--- src/rtl/core/lpht_pkg.sv ---
// Package for the linear-probing hash table core.
// Field widths, operation and status codes, and the remainder unit status type.
// No dependencies.
package lpht_pkg;

    localparam int OP_W    = 2;
    localparam int KEY_W   = 31;
    localparam int PAY_W   = 32;
    localparam int ST_W    = 2;
    localparam int SIZE_W  = 9;
    localparam int SLOT_W  = 8;
    localparam int OCC_W   = 9;

    // table word: occupied mark, key, payload
    localparam int ENTRY_W = 1 + KEY_W + PAY_W;

    // remainder unit: dividend padded to an even width, two bits retired per step
    localparam int DVD_W     = KEY_W + 1;
    localparam int DIV_STEPS = DVD_W / 2;
    localparam int STEP_W    = $clog2(DIV_STEPS);

    localparam logic [OP_W-1:0] OP_INSERT = 2'd0;
    localparam logic [OP_W-1:0] OP_DELETE = 2'd1;
    localparam logic [OP_W-1:0] OP_SEARCH = 2'd2;

    localparam logic [ST_W-1:0] ST_OK       = 2'd0;
    localparam logic [ST_W-1:0] ST_FULL     = 2'd1;
    localparam logic [ST_W-1:0] ST_EMPTY    = 2'd2;
    localparam logic [ST_W-1:0] ST_NOTFOUND = 2'd3;

    typedef struct packed {
        logic busy;
        logic done;
    } t_rem_status;

endpackage

--- src/rtl/core/lpht_rem.sv ---
// Iterative remainder unit: key modulo table size, two bits per cycle.
// Depends on lpht_pkg.
module lpht_rem (
    input  logic                          i_clk,
    input  logic                          i_rst_n,
    input  logic                          i_start,
    input  logic [lpht_pkg::KEY_W-1:0]    i_dividend,
    input  logic [lpht_pkg::SIZE_W-1:0]   i_divisor,
    output lpht_pkg::t_rem_status         o_status,
    output logic [lpht_pkg::SIZE_W-1:0]   o_rem
);

    logic                              r_busy, n_busy;
    logic                              r_done, n_done;
    logic [lpht_pkg::STEP_W-1:0]       r_step, n_step;
    logic [lpht_pkg::DVD_W-1:0]        r_dvd, n_dvd;
    logic [lpht_pkg::SIZE_W-1:0]       r_rem, n_rem;
    logic [lpht_pkg::SIZE_W-1:0]       r_div, n_div;

    logic [lpht_pkg::SIZE_W:0]         t1, t2, dw;
    logic [lpht_pkg::SIZE_W-1:0]       rem1, rem2;

    // two restoring steps; the partial remainder stays below the divisor
    always_comb begin
        dw   = {1'b0, r_div};
        t1   = {r_rem, r_dvd[lpht_pkg::DVD_W-1]};
        if (t1 >= dw) begin
            t1 = t1 - dw;
        end
        rem1 = t1[lpht_pkg::SIZE_W-1:0];
        t2   = {rem1, r_dvd[lpht_pkg::DVD_W-2]};
        if (t2 >= dw) begin
            t2 = t2 - dw;
        end
        rem2 = t2[lpht_pkg::SIZE_W-1:0];
    end

    always_comb begin
        n_busy = r_busy;
        n_done = 1'b0;
        n_step = r_step;
        n_dvd  = r_dvd;
        n_rem  = r_rem;
        n_div  = r_div;
        if (i_start) begin
            n_busy = 1'b1;
            n_step = '0;
            n_dvd  = {1'b0, i_dividend};
            n_rem  = '0;
            n_div  = i_divisor;
        end else if (r_busy) begin
            n_rem  = rem2;
            n_dvd  = {r_dvd[lpht_pkg::DVD_W-3:0], 2'b00};
            n_step = r_step + 1'b1;
            if (r_step == lpht_pkg::STEP_W'(lpht_pkg::DIV_STEPS - 1)) begin
                n_busy = 1'b0;
                n_done = 1'b1;
            end
        end
    end

    always_ff @(posedge i_clk) begin
        if (!i_rst_n) begin
            r_busy <= 1'b0;
            r_done <= 1'b0;
            r_step <= '0;
        end else begin
            r_busy <= n_busy;
            r_done <= n_done;
            r_step <= n_step;
        end
        r_dvd <= n_dvd;
        r_rem <= n_rem;
        r_div <= n_div;
    end

    assign o_status.busy = r_busy;
    assign o_status.done = r_done;
    assign o_rem         = r_rem;

endmodule

--- config.mk ---
export PLATFORM = sky130hd
export DESIGN_NAME = lpht_rem
export DESIGN_NICKNAME = d
export VERILOG_FILES = /design/src/rtl/core/lpht_pkg.sv /design/src/rtl/core/lpht_rem.sv
export SDC_FILE = /design/constraint.sdc
export NUM_CORES = 1
export LEC_CHECK = 0
export BUFFER_PORTS_ARGS = -buffer_cell sky130_fd_sc_hd__buf_4
export CAP_MARGIN = 20
export CORE_MARGIN = 4
export CORE_UTILIZATION = 35
export DETAILED_ROUTE_END_ITERATION = 12
export GPL_TIMING_DRIVEN = 0
export SLEW_MARGIN = 30
export SYNTH_ARGS = -nofsm -noshare
export SYNTH_HDL_FRONTEND = slang
export SYNTH_SLANG_ARGS = --single-unit
--- constraint.sdc ---
create_clock -name i_clk -period 4.9 [get_ports i_clk]
set_clock_uncertainty 0.05 [all_clocks]
set_input_delay 0.98 -clock i_clk [delete_from_list [all_inputs] [get_ports i_clk]]
set_output_delay 0.98 -clock i_clk [all_outputs]
set_load 0.01 [all_outputs]
==> results of run 1 <==
worst paths after layout:
| path | slack, ns | to | from | cells past startpoint |
|---|---|---|---|---|
| max reg2reg | 0.38 | o_rem[7] | r_dvd[31] | 17 |
| max | 0.38 | o_rem[7] | r_dvd[31] | 17 |
| min reg2reg | 0.44 | r_done | r_step[3] | 2 |
| min | 0.44 | r_done | r_step[3] | 2 |
power groups by stage:
stage | Sequential [uW] | Clock [uW] | Combinational [uW]
after floorplan | 596 | 0 | 498
after global placement | 601 | 0 | 645
after detailed placement | 602 | 0 | 655
after CTS | 591 | 270 | 659
after global routing | 597 | 287 | 726
final | 590 | 259 | 654
tightest hold or removal path, delay by kind of cell, from the launching register on:
family | cells | cell delay, ns
AND/OR/NAND/NOR | 2 | 0.11
flip-flops | 1 | 0.35
cells in the mapped netlist, drive strengths merged, types with 2 or more instances:
cell    number
edfxtp      40
mux2        33
nor2        25
ha          19
dfxtp       16
inv         14
a211oi       9
a21oi        9
mux2i        9
buf          8
nor3         7
clkbuf       6
nand2        6
nand3        6
o211ai       6
xor2         6
nand2b       5
o21ai        5
a21o         4
nand4        4
nor2b        4
o21a         4
xnor2        4
and2         3
a311oi       2
and3         2
fa           2
o311ai       2
o31ai        2
o41ai        2
final cells by class:
| type | instances | share of cell area |
|---|---|---|
| plain buffers | 14 | 0.0197 |
| clock buffers | 5 | 0.0175 |
| clock inverters | 3 | 0.00541 |
| inverters | 14 | 0.0134 |
| multi-input cells | 194 | 0.421 |
| flip-flops and latches | 56 | 0.387 |
| well taps | 111 | 0.0353 |
| repair buffers | 53 | 0.101 |
placed cells by master (no fill, tap or decap), types with 2 or more instances in the layout:
master	netlist	layout
edfxtp_1	40	40
fa_1	2	2
a21o_1	3	3
nor3_1	7	7
nand2b_1	4	4
and3_1	2	2
o41ai_4	2	2
clkbuf_1	6	6
dfxtp_1	16	16
buf_1	2	2
xnor2_1	4	4
xor2_1	6	6
and2_1	3	3
nand3_1	6	6
o21ai_1	2	2
nor2b_1	3	3
o21a_1	4	4
inv_1	14	14
buf_2	2	2
clkbuf_8	0	5
o21ai_0	3	3
nand2_1	6	6
a311oi_2	2	2
mux2i_1	9	9
mux2_2	32	32
o211ai_1	5	5
buf_4	2	55
ha_1	19	19
nor2_1	25	25
buf_6	2	2
a211oi_1	8	8
nand4_1	4	4
a21oi_1	9	9
metrics by stage:
step                      utilization  std cells
after floorplan                     -        278
after global placement          0.418        442
after CTS                       0.428        450
after global routing            0.428        450
final                           0.428        450
after detailed placement        0.418        442
sequential cells by signal, indices dropped and copies added, names as in the netlist:
register and count:
r_dvd 32, r_done 1, r_div 9, o_rem 9, r_busy 1, r_step 4
cells by family after synthesis:
logic type | count (synthesis) | share of synthesized area
AO/OA/AOI/OAI | 55 | 0.150
XOR/XNOR | 10 | 0.0265
adder cells (fa/ha/maj) | 21 | 0.0840
buffers and inverters | 28 | 0.0394
flip-flops | 56 | 0.460
multiplexers | 42 | 0.140
AND/OR/NAND/NOR | 66 | 0.101
metal layers:
| layer | wire (um) | global-route usage |
|---|---|---|
| met4 | 80 | 0.0337 |
| met5 | 0 | 0 |
| met1 | 3200 | 0.162 |
| met2 | 3310 | 0.220 |
| met3 | 443 | 0.0401 |
==> run_results.csv, run 1 <==
group,metric,value,unit
sta,report.final.slew_viol_count,0,
power_and_ir_drop,total_power,1500,uW
clocking,clock-sinks,56,
logic_synthesis,ys_ff_latch,56,
outcome,status,"finished, final reports clean",
setup_path,critical_path.top_delay_family,"compound AO/OA/AOI/OAI gates",
drt,vias_per_cell,5.07,
power_and_ir_drop,p_sw,531,uW
drt,ant_nets,0,
sta,grt_setup_unrepaired,"no",
die,num_rows,35,
logic_synthesis,synth.distinct_cells,56,
place,routabilityCongestion,0.780,
place,dp_hpwl,5.53,mm
clocking,htreeDepth,2,
clocking,postCtsSetupBuffers,0,
setup_path,path_max_fanout,10,
layout,nFillCells,912,
clocking,clockBufferDepth,2,
global_route,grt_pass1_wl,11.7,mm
sta,timing.hold.ws,0.439,ns
power_and_ir_drop,pwr-share-clk,0.172,
power_and_ir_drop,p_leak,0.00159,uW
logic_synthesis,seq_area_frac_synth,0.460,
sta,fin_crit,4.52,ns
setup_path,cp_cell_sequence,"inv_1 > ha_1 > inv_1 > fa_1 > a211oi_2 > o211a_1 > o21a_1 > buf_6 > mux2_2 > ha_1 > a21oi_1 > a21oi_1 > o31ai_1 > o311ai_4 > buf_6 > a211o_1 > a311oi_2",
power_and_ir_drop,p_int,973,uW
place,dpl_cell_area,3840,um^2
logic_synthesis,netlist_instances,278,
logic_synthesis,syn_nets,342,
drt,dr.pass1.iters,4,
power_and_ir_drop,seqPwrFrac,0.393,
logic_synthesis,synth_edf_count,40,
drt,drc,0,
die,num_io_pins,54,
sta,finalSetupTns,0,ns
clocking,clock_latency,0.31,ns
setup_path,arrival,4.70,ns
logic_synthesis,synthesis.area,3310,um^2
die,core,9200,um^2
power_and_ir_drop,vdd.ir_drop.worst,0.000175,V
setup_path,worst-path-buf-inv,4,
logic_synthesis,synth_area_leaders,"edfxtp_1 36%, mux2_2 11%, dfxtp_1 9.7%, ha_1 7.2%, nor2_1 2.8%",
logic_synthesis,synth_top_flop_cell,"edfxtp_1",
sta,setup_slack,0.382,ns
sta,setup-violations-final,0,
setup_path,critPathCaptureType,"flop",
layout,area_growth,19.0,%
sta,maxSlewHeadroom,0.509,
die,die-area,11100,um^2
place,place_ws,0.461,ns
layout,nets,402,
global_route,grt_pass1_vias,2460,
logic_synthesis,yosysTopAreaCellShare,0.363,
setup_path,worstPathRequired,5.08,ns
die,start_util,0.359,
clocking,root_buffer,"clkbuf_8",
global_route,overflow,0,
layout,antenna_cells,0,
place,port_buffers,53,
clocking,post_cts_resized,0,
logic_synthesis,synthArstFlopShare,0,
sta,worst_pin_slew,0.736,ns
power_and_ir_drop,p_sw_frac,0.353,
logic_synthesis,yosysWarnings,0,
drt,vias,2280,
setup_path,cp-start-kind,"flop",
logic_synthesis,yosys.area.top_type,"edfxtp_1",
setup_path,critPathKind,"flop to flop",
drt,first_iter_violations,62,
power_and_ir_drop,power_frac_comb,0.435,
worst_hold_path,hp-class,"flop to flop",
die,die_y,105,um
clocking,cts_tree,"done",
drt,detail_route.wl_per_cell,15.6,um
clocking,clk_pin_slew,0.10,ns
layout,final_cell_area,3930,um^2
sta,clock.fmax,221,MHz
setup_path,crit_slowest_cell,"fa_1",
clocking,hold_buffers,0,
die,fp.dieW,105,um
global_route,grt_max_degree,32,
layout,drive_gt1_frac,0.330,
layout,multiInputGateArea,1650,um^2
sta,finalCritPeriodShare,0.922,
sta,hold_viol,0,
run,max_cap_viol_count,0,
power_and_ir_drop,pwr_density_cell,382,nW/um^2
global_route,grt_antenna_before_repair,0,
global_route,grt_use_total,0.131,
drt,wl,7.03,mm
logic_synthesis,syn-mean-instance-area,11.9,um^2
setup_path,max_stage_delay,0.43,ns
layout,seq_area,1520,um^2
clocking,cts_buffers,5,
(Power assumes the default switching activity.)
==> run 2: changes to the inputs <==
--- a/config.mk
+++ b/config.mk
@@ -5,6 +5,7 @@
 export SDC_FILE = /design/constraint.sdc
 export NUM_CORES = 1
 export LEC_CHECK = 0
+export ABC_AREA = 1
 export BUFFER_PORTS_ARGS = -buffer_cell sky130_fd_sc_hd__buf_4
 export CAP_MARGIN = 20
 export CORE_MARGIN = 4
==> constraint.sdc (replaced) <==
create_clock -name i_clk -period 5.1 [get_ports i_clk]
set_clock_uncertainty 0.05 [all_clocks]
set_input_delay 1.02 -clock i_clk [delete_from_list [all_inputs] [get_ports i_clk]]
set_output_delay 1.02 -clock i_clk [all_outputs]
set_load 0.01 [all_outputs]
==> run_results.csv, run 2 <==
group,metric,value,unit
sta,setup-violations-final,0,
place,place_ws,1.52,ns
global_route,grt_use_total,0.131,
die,core,9330,um^2
setup_path,crit_slowest_cell,"fa_1",
logic_synthesis,synth_most_common_cell,"nand2_1",
clocking,hold_buffers,0,
drt,vias_per_cell,4.48,
clocking,htreeDepth,2,
power_and_ir_drop,p_leak,0.00208,uW
logic_synthesis,synth.distinct_cells,31,
clocking,clockBufferDepth,2,
global_route,grt_pass1_vias,2779,
place,dp_hpwl,5.68,mm
logic_synthesis,yosys.area.top_type,"edfxtp_1",
die,num_io_pins,54,
clocking,postCtsSetupBuffers,0,
global_route,grt_pass1_wl,12.0,mm
drt,vias,2737,
layout,antenna_cells,0,
clocking,post_cts_resized,0,
sta,report.final.slew_viol_count,0,
logic_synthesis,ys_ff_latch,56,
layout,layout_common_cells,"173 x nand2_1, 55 x buf_4, 53 x inv_1, 40 x edfxtp_1, 23 x nand3_1",
setup_path,cp_cell_sequence,"inv_1 > ha_1 > inv_1 > fa_1 > nand2_1 > nand3_2 > nand2_2 > nand2_4 > buf_12 > o21ai_2 > inv_1 > fa_1 > nand3_1 > nand3_1 > nand2_1 > nand2_1 > a21oi_2 > nand2_2 > nor2_8 > nand2_1 > nand3_1 > nand2_1",
logic_synthesis,netlist_instances,421,
sta,finalCritPeriodShare,0.697,
layout,nets,545,
sta,timing.hold.ws,0.410,ns
clocking,clock_latency,0.31,ns
setup_path,worstPathRequired,5.26,ns
outcome,status,"finished, final reports clean",
logic_synthesis,syn-mean-instance-area,8.04,um^2
clocking,cts_tree,"done",
setup_path,critical_path.top_delay_family,"simple AND/OR/NAND/NOR gates",
logic_synthesis,yosysWarnings,0,
logic_synthesis,synth_area_leaders,"edfxtp_1 35%, nand2_1 19%, dfxtp_1 9.5%, ha_1 7.0%, inv_1 6.0%",
die,die-area,11300,um^2
drt,dr.pass1.iters,5,
drt,drc,0,
setup_path,arrival,3.72,ns
die,start_util,0.363,
place,dpl_cell_area,3950,um^2
clocking,cts_buffers,5,
setup_path,max_stage_delay,0.43,ns
layout,area_growth,19.0,%
clocking,clk_pin_slew,0.10,ns
logic_synthesis,yosysTopAreaCellShare,0.355,
setup_path,r2r_start,"r_dvd[31]",
global_route,grt_antenna_before_repair,0,
logic_synthesis,ys_top_cells_by_count,"173 x nand2_1, 54 x inv_1, 40 x edfxtp_1",
place,port_buffers,53,
sta,setup_slack,1.54,ns
clocking,root_buffer,"clkbuf_8",
layout,drive_gt1_frac,0.189,
layout,final_cell_area,4030,um^2
layout,largest_register,"r_dvd",
sta,grt_setup_unrepaired,"no",
power_and_ir_drop,vdd.ir_drop.worst,0.000212,V
sta,fin_crit,3.56,ns
logic_synthesis,synthesis.area,3390,um^2
setup_path,critPathCaptureType,"flop",
sta,maxSlewHeadroom,0.457,
power_and_ir_drop,pwr_density_cell,570,nW/um^2
layout,stdcell_count,611,
die,die_y,106,um
worst_hold_path,hp-class,"flop to flop",
place,dpl.cell_count,603,
logic_synthesis,syn_nets,485,
drt,first_iter_violations,74,
die,fp.dieW,106,um
drt,wl,7.12,mm
sta,finalSetupTns,0,ns
sta,worst_pin_slew,0.812,ns
layout,largest_register_ff_count,32,
setup_path,path_max_fanout,10,
global_route,overflow,0,
layout,layout_commonest_cell,"nand2_1",
place,routabilityCongestion,0.925,
logic_synthesis,synth_top_flop_cell,"edfxtp_1",
global_route,grt_max_degree,33,
run,max_cap_viol_count,0,
sta,hold_viol,0,
logic_synthesis,seq_area_frac_synth,0.449,
setup_path,critPathKind,"flop to flop",
setup_path,worst-path-buf-inv,4,
drt,ant_nets,0,
sta,clock.fmax,281,MHz
logic_synthesis,synthArstFlopShare,0,
setup_path,startpoint,"r_dvd[31]",
setup_path,crit_top_cell,"nand2_1",
worst_hold_path,hp-start,"r_dvd[29]",
logic_synthesis,synth_edf_count,40,
clocking,clock-sinks,56,
die,num_rows,35,
setup_path,cp-start-kind,"flop",
drt,detail_route.wl_per_cell,11.7,um
run 2: layer usage:
layer / global-route usage / up-vias / part of all wire
met5: 0 / - / 0
met3: 0.0219 / 5 / 0.038
li1: - / 1447 / -
met2: 0.225 / 58 / 0.46
met4: 0.0416 / 0 / 0.0056
met1: 0.167 / 1227 / 0.49
run 2: power by group:
part	total (uW)	switching [uW]	internal, uW
combinational	1450	857	589
sequential	610	50.8	559
clock	240	144	95.8
total	2300	1050	1240
run 2: cells by family (layout without fill, tap and decap cells):
family | Yosys count | count (layout) | synth area share
AO/OA/AOI/OAI | 25 | 25 | 0.0462
XOR/XNOR | 11 | 11 | 0.0285
buffers and inverters | 66 | 127 | 0.0828
adder cells (fa/ha/maj) | 21 | 21 | 0.0820
flip-flops | 56 | 56 | 0.449
AND/OR/NAND/NOR | 242 | 242 | 0.311
run 2: cell type report:
class                      instances  area (um^2)
fill                             971         5300
multi-input combinational        299         1580
sequential                        56         1520
timing repair buffer              53          398
inverter                          54          203
tap                              129          161
buffer                            12         77.6
clock buffer                       6         72.6
clock inverter                     2         11.3
run 2: tightest hold or removal path, stage by stage (launching register included):
cell,delay (ns)
edfxtp_1,0.33
nand2_1,0.05
o21ai_0,0.05
run 2: through the flow:
| step | util | total power [uW] |
|---|---|---|
| 4_1_cts | 0.432 | 2310 |
| 3_3_place_gp | 0.423 | 2050 |
| 2_1_floorplan | - | 1760 |
| 5_1_grt | 0.432 | 2530 |
| 3_5_place_dp | 0.423 | 2070 |
| 6_report | 0.432 | 2300 |
run 2: worst paths after layout:
path / to / slack, ns / cells past startpoint
worst min register to register: r_dvd[31] / 0.41 / 2
worst max-delay path: o_rem[4] / 1.54 / 22
worst min-delay path: r_dvd[31] / 0.41 / 2
worst max register to register: o_rem[4] / 1.54 / 22
